<file path="src/hw/rtl/bbh_pkg.sv">
`timescale 1ns / 1ps
`default_nettype none

package bbh_pkg;

  localparam int unsigned NUM_BOUNDS = 7;
  localparam int unsigned LANES      = 8;
  localparam int unsigned BOUND_W    = 32;
  localparam int unsigned CNT_W      = 64;
  localparam int unsigned OP_W       = 2;
  localparam int unsigned BKT_W      = 3;
  localparam int unsigned CFG_IDX_W  = 3;

  localparam logic [OP_W-1:0] OP_ADD   = 2'd0;
  localparam logic [OP_W-1:0] OP_READ  = 2'd1;
  localparam logic [OP_W-1:0] OP_CLEAR = 2'd2;
  localparam logic [OP_W-1:0] OP_NONE  = 2'd3;

  // One queued request after the bound compares have been done.
  typedef struct packed {
    logic [OP_W-1:0]  op;
    logic [LANES-1:0] le;
    logic [LANES-1:0] wild;
    logic [BKT_W-1:0] idx;
    logic             idx_ok;
  } bbh_item_t;

endpackage

`default_nettype wire

</file>
<file path="src/hw/rtl/bbh_front.sv">
`timescale 1ns / 1ps
`default_nettype none

module bbh_front #(
  parameter int unsigned DEPTH = 8
) (
  input  logic                            clk,
  input  logic                            rst_n,
  input  logic                            cfg_valid,
  output logic                            cfg_ready,
  input  logic [bbh_pkg::CFG_IDX_W-1:0]   cfg_index,
  input  logic [bbh_pkg::BOUND_W-1:0]     cfg_data,
  input  logic                            in_valid,
  output logic                            in_ready,
  input  logic [bbh_pkg::OP_W-1:0]        in_operation,
  input  logic [bbh_pkg::BOUND_W-1:0]     in_sample_value,
  input  logic [bbh_pkg::BKT_W-1:0]       in_bucket_index,
  output logic                            q_valid,
  input  logic                            q_pop,
  output bbh_pkg::bbh_item_t              q_item
);
  import bbh_pkg::*;

  logic [BOUND_W-1:0] bound_r [NUM_BOUNDS];
  bbh_item_t          item;
  bbh_item_t          slot_r [2];
  logic [1:0]         cnt_r;
  logic [1:0]         cnt_nxt;
  logic               wp_r;
  logic               rp_r;
  logic               push;

  assign cfg_ready = 1'b1;

  always_ff @(posedge clk) begin
    if (!rst_n) begin
      for (int unsigned i = 0; i < NUM_BOUNDS; i++) begin
        bound_r[i] <= '0;
      end
    end else if (cfg_valid && (cfg_index < CFG_IDX_W'(NUM_BOUNDS))) begin
      bound_r[cfg_index] <= cfg_data;
    end
  end

  // Lanes without a usable bound register, or with a bound of zero, behave as wildcards.
  always_comb begin
    item        = '0;
    item.op     = in_operation;
    item.idx    = in_bucket_index;
    item.idx_ok = ({1'b0, in_bucket_index} < (BKT_W+1)'(DEPTH));
    item.le     = '1;
    item.wild   = '1;
    for (int unsigned b = 0; b < NUM_BOUNDS; b++) begin
      if (b < DEPTH - 1) begin
        item.le[b]   = (in_sample_value <= bound_r[b]);
        item.wild[b] = (bound_r[b] == '0);
      end
    end
  end

  assign in_ready = (cnt_r != 2'd2);
  assign push     = in_valid && in_ready;
  assign q_valid  = (cnt_r != 2'd0);
  assign q_item   = slot_r[rp_r];

  always_comb begin
    cnt_nxt = cnt_r;
    if (push && !q_pop) begin
      cnt_nxt = cnt_r + 2'd1;
    end else if (!push && q_pop) begin
      cnt_nxt = cnt_r - 2'd1;
    end
  end

  always_ff @(posedge clk) begin
    if (!rst_n) begin
      cnt_r <= '0;
      wp_r  <= 1'b0;
      rp_r  <= 1'b0;
    end else begin
      cnt_r <= cnt_nxt;
      if (push) begin
        wp_r <= !wp_r;
      end
      if (q_pop) begin
        rp_r <= !rp_r;
      end
    end
  end

  always_ff @(posedge clk) begin
    if (push) begin
      slot_r[wp_r] <= item;
    end
  end

endmodule

`default_nettype wire

</file>
<file path="src/hw/rtl/bbh_back.sv">
`timescale 1ns / 1ps
`default_nettype none

module bbh_back #(
  parameter int unsigned DEPTH = 8
) (
  input  logic                        clk,
  input  logic                        rst_n,
  input  logic                        q_valid,
  output logic                        q_pop,
  input  bbh_pkg::bbh_item_t          q_item,
  output logic                        out_valid,
  input  logic                        out_ready,
  output logic [bbh_pkg::BKT_W-1:0]   out_bucket,
  output logic [bbh_pkg::CNT_W-1:0]   out_count,
  output logic [bbh_pkg::BKT_W-1:0]   out_busiest_bucket
);
  import bbh_pkg::*;

  localparam int unsigned IDX_W = $clog2(DEPTH);

  localparam logic ST_LOOK = 1'b0;
  localparam logic ST_UPD  = 1'b1;

  logic             phase_r;
  logic             phase_nxt;
  logic [IDX_W-1:0] busy_r;
  logic [IDX_W-1:0] busy_nxt;
  logic [IDX_W-1:0] prev;
  logic             start_hit;
  logic [BKT_W-1:0] start;
  logic [LANES-1:0] match;
  logic [BKT_W-1:0] sel;
  logic [IDX_W-1:0] adr_a;
  logic             look_fire;
  logic             upd_fire;

  bbh_item_t        it_r;
  logic [BKT_W-1:0] sel_r;
  logic [CNT_W-1:0] rd_a_r;
  logic [CNT_W-1:0] rd_b_r;

  logic [CNT_W-1:0] cnt_mem [DEPTH];
  logic [DEPTH-1:0] vld_r;
  logic [DEPTH-1:0] vld_nxt;
  logic             wr_en;
  logic [IDX_W-1:0] wr_adr;
  logic [CNT_W-1:0] inc;
  logic             take;

  logic             out_valid_r;
  logic [BKT_W-1:0] out_bucket_r;
  logic [CNT_W-1:0] out_count_r;
  logic [BKT_W-1:0] out_busy_r;
  logic [BKT_W-1:0] res_bucket;
  logic [CNT_W-1:0] res_count;

  assign look_fire = (phase_r == ST_LOOK) && q_valid;
  assign upd_fire  = (phase_r == ST_UPD) && (!out_valid_r || out_ready);
  assign q_pop     = look_fire;

  // The search starts at the busiest bucket when the sample lies above the
  // bound of the bucket just below it.
  always_comb begin
    prev      = busy_r - IDX_W'(1);
    start_hit = (busy_r != '0) && !q_item.le[BKT_W'(prev)];
    start     = start_hit ? BKT_W'(busy_r) : '0;
    match     = q_item.wild | q_item.le;
    sel       = BKT_W'(LANES - 1);
    for (int b = LANES - 1; b >= 0; b--) begin
      if (match[b] && (BKT_W'(b) >= start)) begin
        sel = BKT_W'(b);
      end
    end
    adr_a = (q_item.op == OP_READ) ? IDX_W'(q_item.idx) : IDX_W'(sel);
  end

  always_ff @(posedge clk) begin
    if (look_fire) begin
      it_r   <= q_item;
      sel_r  <= sel;
      rd_a_r <= vld_r[adr_a] ? cnt_mem[adr_a] : '0;
      rd_b_r <= vld_r[busy_r] ? cnt_mem[busy_r] : '0;
    end
    if (wr_en) begin
      cnt_mem[wr_adr] <= inc;
    end
  end

  always_comb begin
    inc        = rd_a_r + CNT_W'(1);
    take       = !it_r.wild[sel_r] && (inc > rd_b_r);
    wr_en      = 1'b0;
    wr_adr     = IDX_W'(sel_r);
    vld_nxt    = vld_r;
    busy_nxt   = busy_r;
    res_bucket = '0;
    res_count  = '0;
    case (it_r.op)
      OP_ADD: begin
        wr_en      = upd_fire;
        res_bucket = sel_r;
        res_count  = inc;
        if (upd_fire) begin
          vld_nxt[wr_adr] = 1'b1;
        end
        if (take) begin
          busy_nxt = IDX_W'(sel_r);
        end
      end
      OP_READ: begin
        res_bucket = it_r.idx;
        res_count  = it_r.idx_ok ? rd_a_r : '0;
      end
      OP_CLEAR: begin
        busy_nxt = '0;
        if (upd_fire) begin
          vld_nxt = '0;
        end
      end
      default: begin
        res_bucket = '0;
      end
    endcase
  end

  always_comb begin
    phase_nxt = phase_r;
    case (phase_r)
      ST_LOOK: begin
        if (look_fire) begin
          phase_nxt = ST_UPD;
        end
      end
      ST_UPD: begin
        if (upd_fire) begin
          phase_nxt = ST_LOOK;
        end
      end
      default: begin
        phase_nxt = ST_LOOK;
      end
    endcase
  end

  always_ff @(posedge clk) begin
    if (!rst_n) begin
      phase_r     <= ST_LOOK;
      busy_r      <= '0;
      vld_r       <= '0;
      out_valid_r <= 1'b0;
    end else begin
      phase_r <= phase_nxt;
      vld_r   <= vld_nxt;
      if (upd_fire) begin
        busy_r      <= busy_nxt;
        out_valid_r <= 1'b1;
      end else if (out_ready) begin
        out_valid_r <= 1'b0;
      end
    end
  end

  always_ff @(posedge clk) begin
    if (upd_fire) begin
      out_bucket_r <= res_bucket;
      out_count_r  <= res_count;
      out_busy_r   <= BKT_W'(busy_nxt);
    end
  end

  assign out_valid          = out_valid_r;
  assign out_bucket         = out_bucket_r;
  assign out_count          = out_count_r;
  assign out_busiest_bucket = out_busy_r;

`ifndef NO_ASSERTIONS
  ast_clear: assert property (@(posedge clk) disable iff (!rst_n)
    upd_fire && (it_r.op == OP_CLEAR) |=> (busy_r == '0) && (vld_r == '0))
    else $error("clear did not reset the counters and the busiest bucket");

  ast_match: assert property (@(posedge clk) disable iff (!rst_n)
    (phase_r == ST_UPD) && (it_r.op == OP_ADD) |->
      (it_r.wild[sel_r] || it_r.le[sel_r]) && ({1'b0, sel_r} < (BKT_W+1)'(DEPTH)))
    else $error("selected bucket does not take the sample");

  ast_busy_bounded: assert property (@(posedge clk) disable iff (!rst_n)
    upd_fire && (busy_nxt != busy_r) |-> (it_r.op == OP_CLEAR) || !it_r.wild[sel_r])
    else $error("a wildcard bucket became the busiest bucket");

  ast_load: assert property (@(posedge clk) disable iff (!rst_n)
    $rose(out_valid_r) |-> $past(phase_r == ST_UPD))
    else $error("result loaded outside the update step");
`endif

endmodule

`default_nettype wire

</file>
<file path="src/hw/rtl/bounded_bucket_histogram_top.sv">
// Threshold bucket histogram with up to NUM_BUCKETS 64-bit counters.
// Requests arrive on the in_ channel (valid/ready) with an operation: add a
// sample, read one counter, or clear all counters. Every request gives
// exactly one result on the out_ channel (valid/ready): the bucket, its
// count after the operation and the current busiest bucket.
// Bucket bounds are written on the cfg_ channel, which is always ready;
// writes are expected only while no request is in flight.
// A request is bound-compared on entry and held in a two-entry queue. The
// counter unit then handles each request in a look step, which chooses the
// bucket and reads the counter memory, and an update step, which updates
// it and loads the result register. It pops no new request until the
// update step is done, because of the read-modify-write of the counter
// memory together with the busiest-bucket hint. When the receiver stalls,
// the result register holds, the queue keeps taking requests until both
// entries are full, and then in_ready drops.
// Reset clears all counters, the busiest bucket, the bounds and the queue.
`timescale 1ns / 1ps
`default_nettype none

module bounded_bucket_histogram_top #(
  parameter int unsigned NUM_BUCKETS = 8
) (
  input  logic                          clk,
  input  logic                          rst_n,
  input  logic                          cfg_valid,
  output logic                          cfg_ready,
  input  logic [bbh_pkg::CFG_IDX_W-1:0] cfg_index,
  input  logic [bbh_pkg::BOUND_W-1:0]   cfg_data,
  input  logic                          in_valid,
  output logic                          in_ready,
  input  logic [bbh_pkg::OP_W-1:0]      in_operation,
  input  logic [bbh_pkg::BOUND_W-1:0]   in_sample_value,
  input  logic [bbh_pkg::BKT_W-1:0]     in_bucket_index,
  output logic                          out_valid,
  input  logic                          out_ready,
  output logic [bbh_pkg::BKT_W-1:0]     out_bucket,
  output logic [bbh_pkg::CNT_W-1:0]     out_count,
  output logic [bbh_pkg::BKT_W-1:0]     out_busiest_bucket
);
  import bbh_pkg::*;

  // Buckets past the eighth are not implemented, and a search never reaches them.
  localparam int unsigned DEPTH = (NUM_BUCKETS < LANES) ? NUM_BUCKETS : LANES;

  logic      q_valid;
  logic      q_pop;
  bbh_item_t q_item;

  bbh_front #(
    .DEPTH(DEPTH)
  ) u_front (
    .clk             (clk),
    .rst_n           (rst_n),
    .cfg_valid       (cfg_valid),
    .cfg_ready       (cfg_ready),
    .cfg_index       (cfg_index),
    .cfg_data        (cfg_data),
    .in_valid        (in_valid),
    .in_ready        (in_ready),
    .in_operation    (in_operation),
    .in_sample_value (in_sample_value),
    .in_bucket_index (in_bucket_index),
    .q_valid         (q_valid),
    .q_pop           (q_pop),
    .q_item          (q_item)
  );

  bbh_back #(
    .DEPTH(DEPTH)
  ) u_back (
    .clk                (clk),
    .rst_n              (rst_n),
    .q_valid            (q_valid),
    .q_pop              (q_pop),
    .q_item             (q_item),
    .out_valid          (out_valid),
    .out_ready          (out_ready),
    .out_bucket         (out_bucket),
    .out_count          (out_count),
    .out_busiest_bucket (out_busiest_bucket)
  );

endmodule

`default_nettype wire

</file>
<file path="config.mk">
export PLATFORM = sky130hd
export DESIGN_NAME = bounded_bucket_histogram_top
export DESIGN_NICKNAME = d
export VERILOG_FILES = /design/src/hw/rtl/bbh_pkg.sv /design/src/hw/rtl/bbh_front.sv /design/src/hw/rtl/bbh_back.sv /design/src/hw/rtl/bounded_bucket_histogram_top.sv
export SDC_FILE = /design/constraint.sdc
export NUM_CORES = 2
export LEC_CHECK = 0
export CAP_MARGIN = 20
export CORE_UTILIZATION = 40
export CTS_BUF_LIST = sky130_fd_sc_hd__clkbuf_4
export CTS_CLUSTER_SIZE = 14
export DETAILED_ROUTE_END_ITERATION = 16
export DONT_BUFFER_PORTS = 1
export PLACE_DENSITY_LB_ADDON = 0.08
export SLEW_MARGIN = 15
export SYNTH_ARGS = -nofsm -noshare
export SYNTH_HDL_FRONTEND = slang
export SYNTH_SLANG_ARGS = --single-unit
export TNS_END_PERCENT = 50
</file>
<file path="constraint.sdc">
create_clock -name clk -period 11.8 [get_ports clk]
set_input_delay 1.77 -clock clk [delete_from_list [all_inputs] [get_ports clk]]
set_output_delay 1.77 -clock clk [all_outputs]
set_load 0.1 [all_outputs]
</file>
=== Word-level counts from Yosys, hierarchy flattened ===
Memories as Yosys holds them, arrays and structs flattened. A register that Yosys moved wholly into a read port is not among the register bits.
Cells that the tools add are included.

* Register bits: 104
* RAM bits: 774
* Input bits: 77
* Output and inout port bits: 73
* Logic and storage cells: 141
* Memories kept: 3

{| class="wikitable"
|+ Memories
! memory !! depth !! width !! rd ports !! clocked after memory_dff !! write ports !! RTL line !! text
|-
| u_back.cnt_mem || 8 || 64 || 2 || 2 || 1 || bbh_back.sv:43 || <nowiki>logic [CNT_W-1:0] cnt_mem [DEPTH];</nowiki>
|-
| u_front.bound_r || 7 || 32 || 7 || 0 || 7 || bbh_front.sv:24 || <nowiki>logic [BOUND_W-1:0] bound_r [NUM_BOUNDS];</nowiki>
|-
| u_front.slot_r || 2 || 19 || 1 || 1 || 1 || bbh_front.sv:26 || <nowiki>bbh_item_t slot_r [2];</nowiki>
|}

* Add/sub/neg operators: 4
* $lt $le $gt $ge: 21
* Eq/ne operators: 6
* Mux-type cells: 48
* Bitwise gates (word level): 3
* Reductions and logical operators: 41

{| class="wikitable"
|+ Operators with widths
! operator !! count
|-
| $le A32 B32 Y1 || 7
|-
| $logic_not A32 Y1 || 7
|-
| $pmux W64 S2 || 1
|-
| $add A64 B1 Y64 const B || 1
|-
| $gt A64 B64 Y1 || 1
|-
| $mux W64 || 1
|-
| $mux W32 || 1
|-
| $reduce_or A32 Y1 || 1
|-
| $mux W3 || 10
|-
| $mux W1 || 22
|-
| $logic_and A1 B1 Y1 || 16
|-
| $lt A3 B4 Y1 const B || 4
|-
| $mux W8 || 2
|-
| $pmux W8 S2 || 1
|-
| $bmux W1 S3 || 4
|-
| $pmux W3 S2 || 2
|-
| $ge A3 B3 Y1 const A || 3
|-
| $logic_not A1 Y1 || 9
|-
| $or A8 B8 Y8 || 1
|-
| $reduce_bool A2 Y1 || 4
|-
| $or A7 B7 Y7 || 1
|-
| $ge A1 B3 Y1 const A || 2
|-
| $ge A2 B3 Y1 const A || 2
|-
| $eq A2 B1 Y1 const B || 2
|-
| other kinds (16) || 18
|}

=== Depth between registers and ports, before layout ===
* Word-level depth: 19
* Gate-level depth with buffers: 22
* Depth with buffers taken out: 21

=== Hierarchy ===
Synthesis repeated with hierarchy kept, for this count alone.

* Cells, all modules: 4473
* Area, all modules: 51485.6 um2

{| class="wikitable"
|+ By module, submodules not included
! module !! instances !! cells an instance !! area an instance (um2) !! sequential area each (um2)
|-
| bbh_back || 1 || 2918 || 35714.3 || 22091.2
|-
| bbh_front || 1 || 1555 || 15771.4 || 7647.3
|}

=== Worst setup path after synthesis ===
OpenSTA, ideal clock, no wires.

* Path type: input to register
* From: input port out_ready
* To: memory u_back.cnt_mem[1][0], enable pin
* Library setup time: 0.567 ns
* Arrival: 6.712 ns
* Required time: 11.233 ns
* Path slack: 4.521 ns
* Stages on the path: 5
* Buffers on the path: 0
* Cells stage by stage: nor2b_1 nand2b_1 nor3_1 nand2_1 nor3_1

* Longest elaborated chain between the ends: 5

{| class="wikitable"
|+ RTL lines
! what !! RTL line !! text
|-
| start: declaration || bounded_bucket_histogram_top.sv:35 || <nowiki>input logic out_ready,</nowiki>
|-
| $logic_or A1 B1 Y1 || bbh_back.sv:59 || <nowiki>assign upd_fire = (phase_r == ST_UPD) && (!out_valid_r || out_ready);</nowiki>
|-
| $logic_and A1 B1 Y1 || bbh_back.sv:59 ||
|-
| $mux W1 || bbh_back.sv:99 || <nowiki>case (it_r.op)</nowiki>
|-
| $mux W1 || bbh_back.sv:85 || <nowiki>if (wr_en) begin</nowiki>
|-
| $mux W1 (implied by the code) || bbh_back.sv:86 || <nowiki>cnt_mem[wr_adr] <= inc;</nowiki>
|-
| end: declaration || bbh_back.sv:43 ||
|}

Every way passes these cells.

=== Worst setup path in the final report ===
* From: register u_back.rd_a_r[0] (read register of u_back.cnt_mem)
* To: register u_back.out_busy_r[2], in the netlist u_back.out_busiest_bucket[2], data pin

* Longest elaborated chain between the ends: 5

{| class="wikitable"
|+ RTL lines
! what !! RTL line !! text
|-
| start: declaration || bbh_back.sv:40 || <nowiki>logic [CNT_W-1:0] rd_a_r;</nowiki>
|-
| $add A64 B1 Y64 || bbh_back.sv:91 || <nowiki>inc = rd_a_r + CNT_W'(1);</nowiki>
|-
| named net u_back.inc[56] || bbh_back.sv:48 || <nowiki>logic [CNT_W-1:0] inc;</nowiki>
|-
| $gt A64 B64 Y1 || bbh_back.sv:92 || <nowiki>take = !it_r.wild[sel_r] && (inc > rd_b_r);</nowiki>
|-
| $logic_and A1 B1 Y1 || bbh_back.sv:92 ||
|-
| $mux W3 || bbh_back.sv:107 || <nowiki>if (take) begin</nowiki>
|-
| $pmux W3 S2 || bbh_back.sv:99 ||
|-
| named net u_back.busy_nxt[2] || bbh_back.sv:28 || <nowiki>logic [IDX_W-1:0] busy_nxt;</nowiki>
|-
| end signal: assignment || bbh_back.sv:168 || <nowiki>out_busy_r <= BKT_W'(busy_nxt);</nowiki>
|-
| end: declaration || bbh_back.sv:54 || <nowiki>logic [BKT_W-1:0] out_busy_r;</nowiki>
|}

The timed path passes the listed nets, and every way through them passes these cells.
A chain may end at the register's enable or synchronous reset.

==> flow_summary.yaml <==
die:
  die_h_um: 361
  design.core.area_um2: 128000
  ios: 150
  rows: 131
  die_x_um: 361
  start_util_pct: 40.4
  die_area_um2: 130000
power:
  leakage_nw: 20.5
  irDropWorstVdd_mv: 0.164
  power.density_nw_per_um2: 199
global_routing:
  antenna_found_initial: 7
  grt_overflow: 0
  grt_use_total_pct: 23.2
  grt_pass1_vias: 34500
  grt_start_max_net_pins: 143
  grt_pass1_wl_um: 222000
sta:
  setup_viol: 0
  drv_slew: 0
  hold_viol: 0
  finClkSkew_ns: 0.0794
  max_freq_ghz: 0.145
  relSlewSlack_pct: 26.7
  worst_pin_slew_ns: 1.10
  rsz0062_at_grt: "no"
  setup_tns_ns: 0
  timing.final.crit_share_pct: 58.5
  period_minus_slack_ns: 6.90
synthesis:
  synth_nets: 4390
  synth_commonest_cells: "edfxtp_1 (955), nand2_1 (370), mux2i_1 (333), inv_1 (331), ha_1 (292)"
  synth_ff_type: "edfxtp_1"
  syn_inst: 4021
  yosysSeqAreaShare_pct: 57.5
  synth_seq_cells: 1005
  yosysTopAreaCellShare_pct: 55.6
  yosysTopAreaCell: "edfxtp_1"
  syn_area_per_cell_um2: 12.8
  ys_top_cells_by_area: "edfxtp_1 (56%), ha_1 (7.1%), mux2i_1 (6.5%)"
  synth_enable_flop_cells: 955
  synthDistinctLibCells: 66
  synth-async-reset-ratio_pct: 0
  yosys_warnings: 0
  post-synth-top-count-cell: "edfxtp_1"
  synth_area_um2: 51600
cts:
  clk_latency_ns: 1.26
  cts_hold_buf: 0
  htreeDepth: 5
  root_buffer: "clkbuf_4"
  cts.reportedPaths.clkPinSlew_ns: 0.06
  cts_tree: "built"
  post_cts_resized: 0
  cts_sinks: 1005
  clockBufferDepth: 4
  numCtsBuffers: 304
  cts_setup_buffers: 0
placement:
  gpl.final_weighted_congestion: 0.811
  port_buffers: 0
  dp_hpwl_um: 92500
drt:
  drc: 0
  drt_wl_total_um: 151000
  drt_iter0_markers: 2044
  drtPass1Iterations: 5
  routed-via-count: 33200
  drtAntennaViolNets: 0
  vias_per_cell: 5.47
  wl_per_cell_um: 24.8
critical_path:
  endpoint_kind: "flip-flop"
  cpPeakStageDelay_ns: 0.69
  critPathArrivalTime_ns: 7.85
  cpMostUsedCell: "nand4_1"
  worst-path-max-fanout: 11
  crit_chain: "ha_1 -> nand3_1 -> nor2_1 -> and3_1 -> nand2_1 -> nor3_2 -> nand4_1 -> inv_1 -> nand2_1 -> xnor2_1 -> ha_1 -> nand4_1 -> nor3_1 -> nand4_1 -> a211o_1 -> o311a_1 -> a31oi_1 -> o21bai_1 -> o2bb2ai_1"
  critPathSlowestCell: "nor3_2"
  start_kind: "flip-flop"
  worstSetupPathType: "flip-flop to flip-flop"
  cp.required_ns: 12.75
cells_and_area:
  layout-drive-gt1-share_pct: 15.6
  final_util_pct: 44.6
  layout.nets: 4563
  syn_to_final_growth_pct: 10.4
worst_hold_path:
  min_path_type: "flip-flop to flip-flop"
flow_run:
  drv_cap: 0
status:
  status: "finished clean"
sequential cells by signal, summed over array words and instances, names as in the netlist, named ones only:
signal / cells
u_back.busy_r: 3
u_back.cnt_mem: 512
u_back.it_r: 12
u_back.out_bucket: 3
u_back.out_busiest_bucket: 3
u_back.out_count: 64
u_back.out_valid: 1
u_back.phase_r: 1
u_back.rd_a_r: 64
u_back.rd_b_r: 64
u_back.sel_r: 3
u_back.vld_r: 8
u_front.bound_r: 224
u_front.cnt_r: 2
u_front.rp_r: 1
u_front.slot_r: 38
u_front.wp_r: 1
metrics by stage:
step	worst slack, ns	cells	cell area, µm²	power [mW]	hold slack (ns)
global placement	5.19	5549	53400	8.24	0.469
floorplan	4.52	4021	51600	7.31	0.456
finish	4.90	6071	57000	11.4	0.479
global route	4.52	6067	57000	11.9	0.503
detailed placement	4.92	5549	53400	8.25	0.476
CTS	4.85	6061	57000	11.5	0.484
final cells by class:
cell class	instances	area [µm²]
fill	11900	70800
sequential	1005	29700
multi-input combinational	2497	19900
clock buffer	427	3210
tap	1662	2080
inverter	331	1250
timing repair buffer	55	445
clock inverter	85	359
antenna	9	22.5
kinds of logic (layout without fill, tap and decap cells):
| family | Yosys count | in the layout | synth area share, % |
|---|---|---|---|
| buffers and inverters | 519 | 898 | 4.11 |
| XOR/XNOR | 115 | 115 | 1.95 |
| multiplexers | 485 | 485 | 12.7 |
| other | 1 | 10 | 0.00726 |
| AO/OA/AOI/OAI | 471 | 471 | 6.41 |
| AND/OR/NAND/NOR | 1133 | 1133 | 10.2 |
| flip-flops | 1005 | 1005 | 57.5 |
| adder cells (fa/ha/maj) | 292 | 292 | 7.08 |
critical path, delay by kind of cell, from the launching register on:
family,cells,cell delay (ns)
buffers and inverters,1,0.20
adders and majority gates,2,0.45
xor gates and xnor gates,1,0.65
and+or+nand+nor,10,3.65
AOI/OAI and AO/OA,5,1.18
DFF,1,0.45
layout by cell type, fill, tap and decap left out, types with 7 or more instances in the layout:
master    count
edfxtp_1    955
clkbuf_4    427
nand2_1     370
mux2i_1     332
inv_1       328
ha_1        292
nor2_1      279
a21oi_1     146
mux4_2      134
nand3_1     116
nand4_1      93
a21o_1       73
o21ai_0      68
clkinv_1     68
o2111a_1     65
xnor2_1      65
nor4_1       62
buf_4        52
xor2_1       50
dfxtp_1      47
nor2b_1      43
and2_1       40
nor3_1       37
a21boi_0     34
nand2b_1     31
o21a_1       27
or3_1        19
mux2_2       17
clkinv_2     12
and3_1       12
diode_2       9
o211ai_1      7
path summary, 6_finish.rpt:
| path | startpoint | endpoint | slack, ns | cells after the start |
|---|---|---|---|---|
| worst min-delay path | u_front.bound_r[6][20] | u_front.bound_r[6][20] | 0.48 | 2 |
| worst max-delay path | u_back.rd_a_r[0] | u_back.out_busiest_bucket[2] | 4.90 | 19 |
| worst max register to register | u_back.rd_a_r[0] | u_back.out_busiest_bucket[2] | 4.90 | 19 |
| worst min register to register | u_front.bound_r[6][20] | u_front.bound_r[6][20] | 0.48 | 2 |
power breakdown:
part           leakage (nW)  internal [mW]  switching (mW)  total (mW)
logic                  9.01          0.831            1.77        2.60
clock network          2.15           1.68            1.52        3.20
registers              9.30           4.71           0.836        5.55
metal layers:
metal  up-vias  GRT usage [%]  share of wire [%]
met2       875           40.3                 50
met4         8           8.88                3.1
met3       304           4.34                4.7
met1     16500           28.5                 42
li1      15500              -                  -
met5         -              0              0.039
Note: power is estimated with default switching activity, not from simulation.
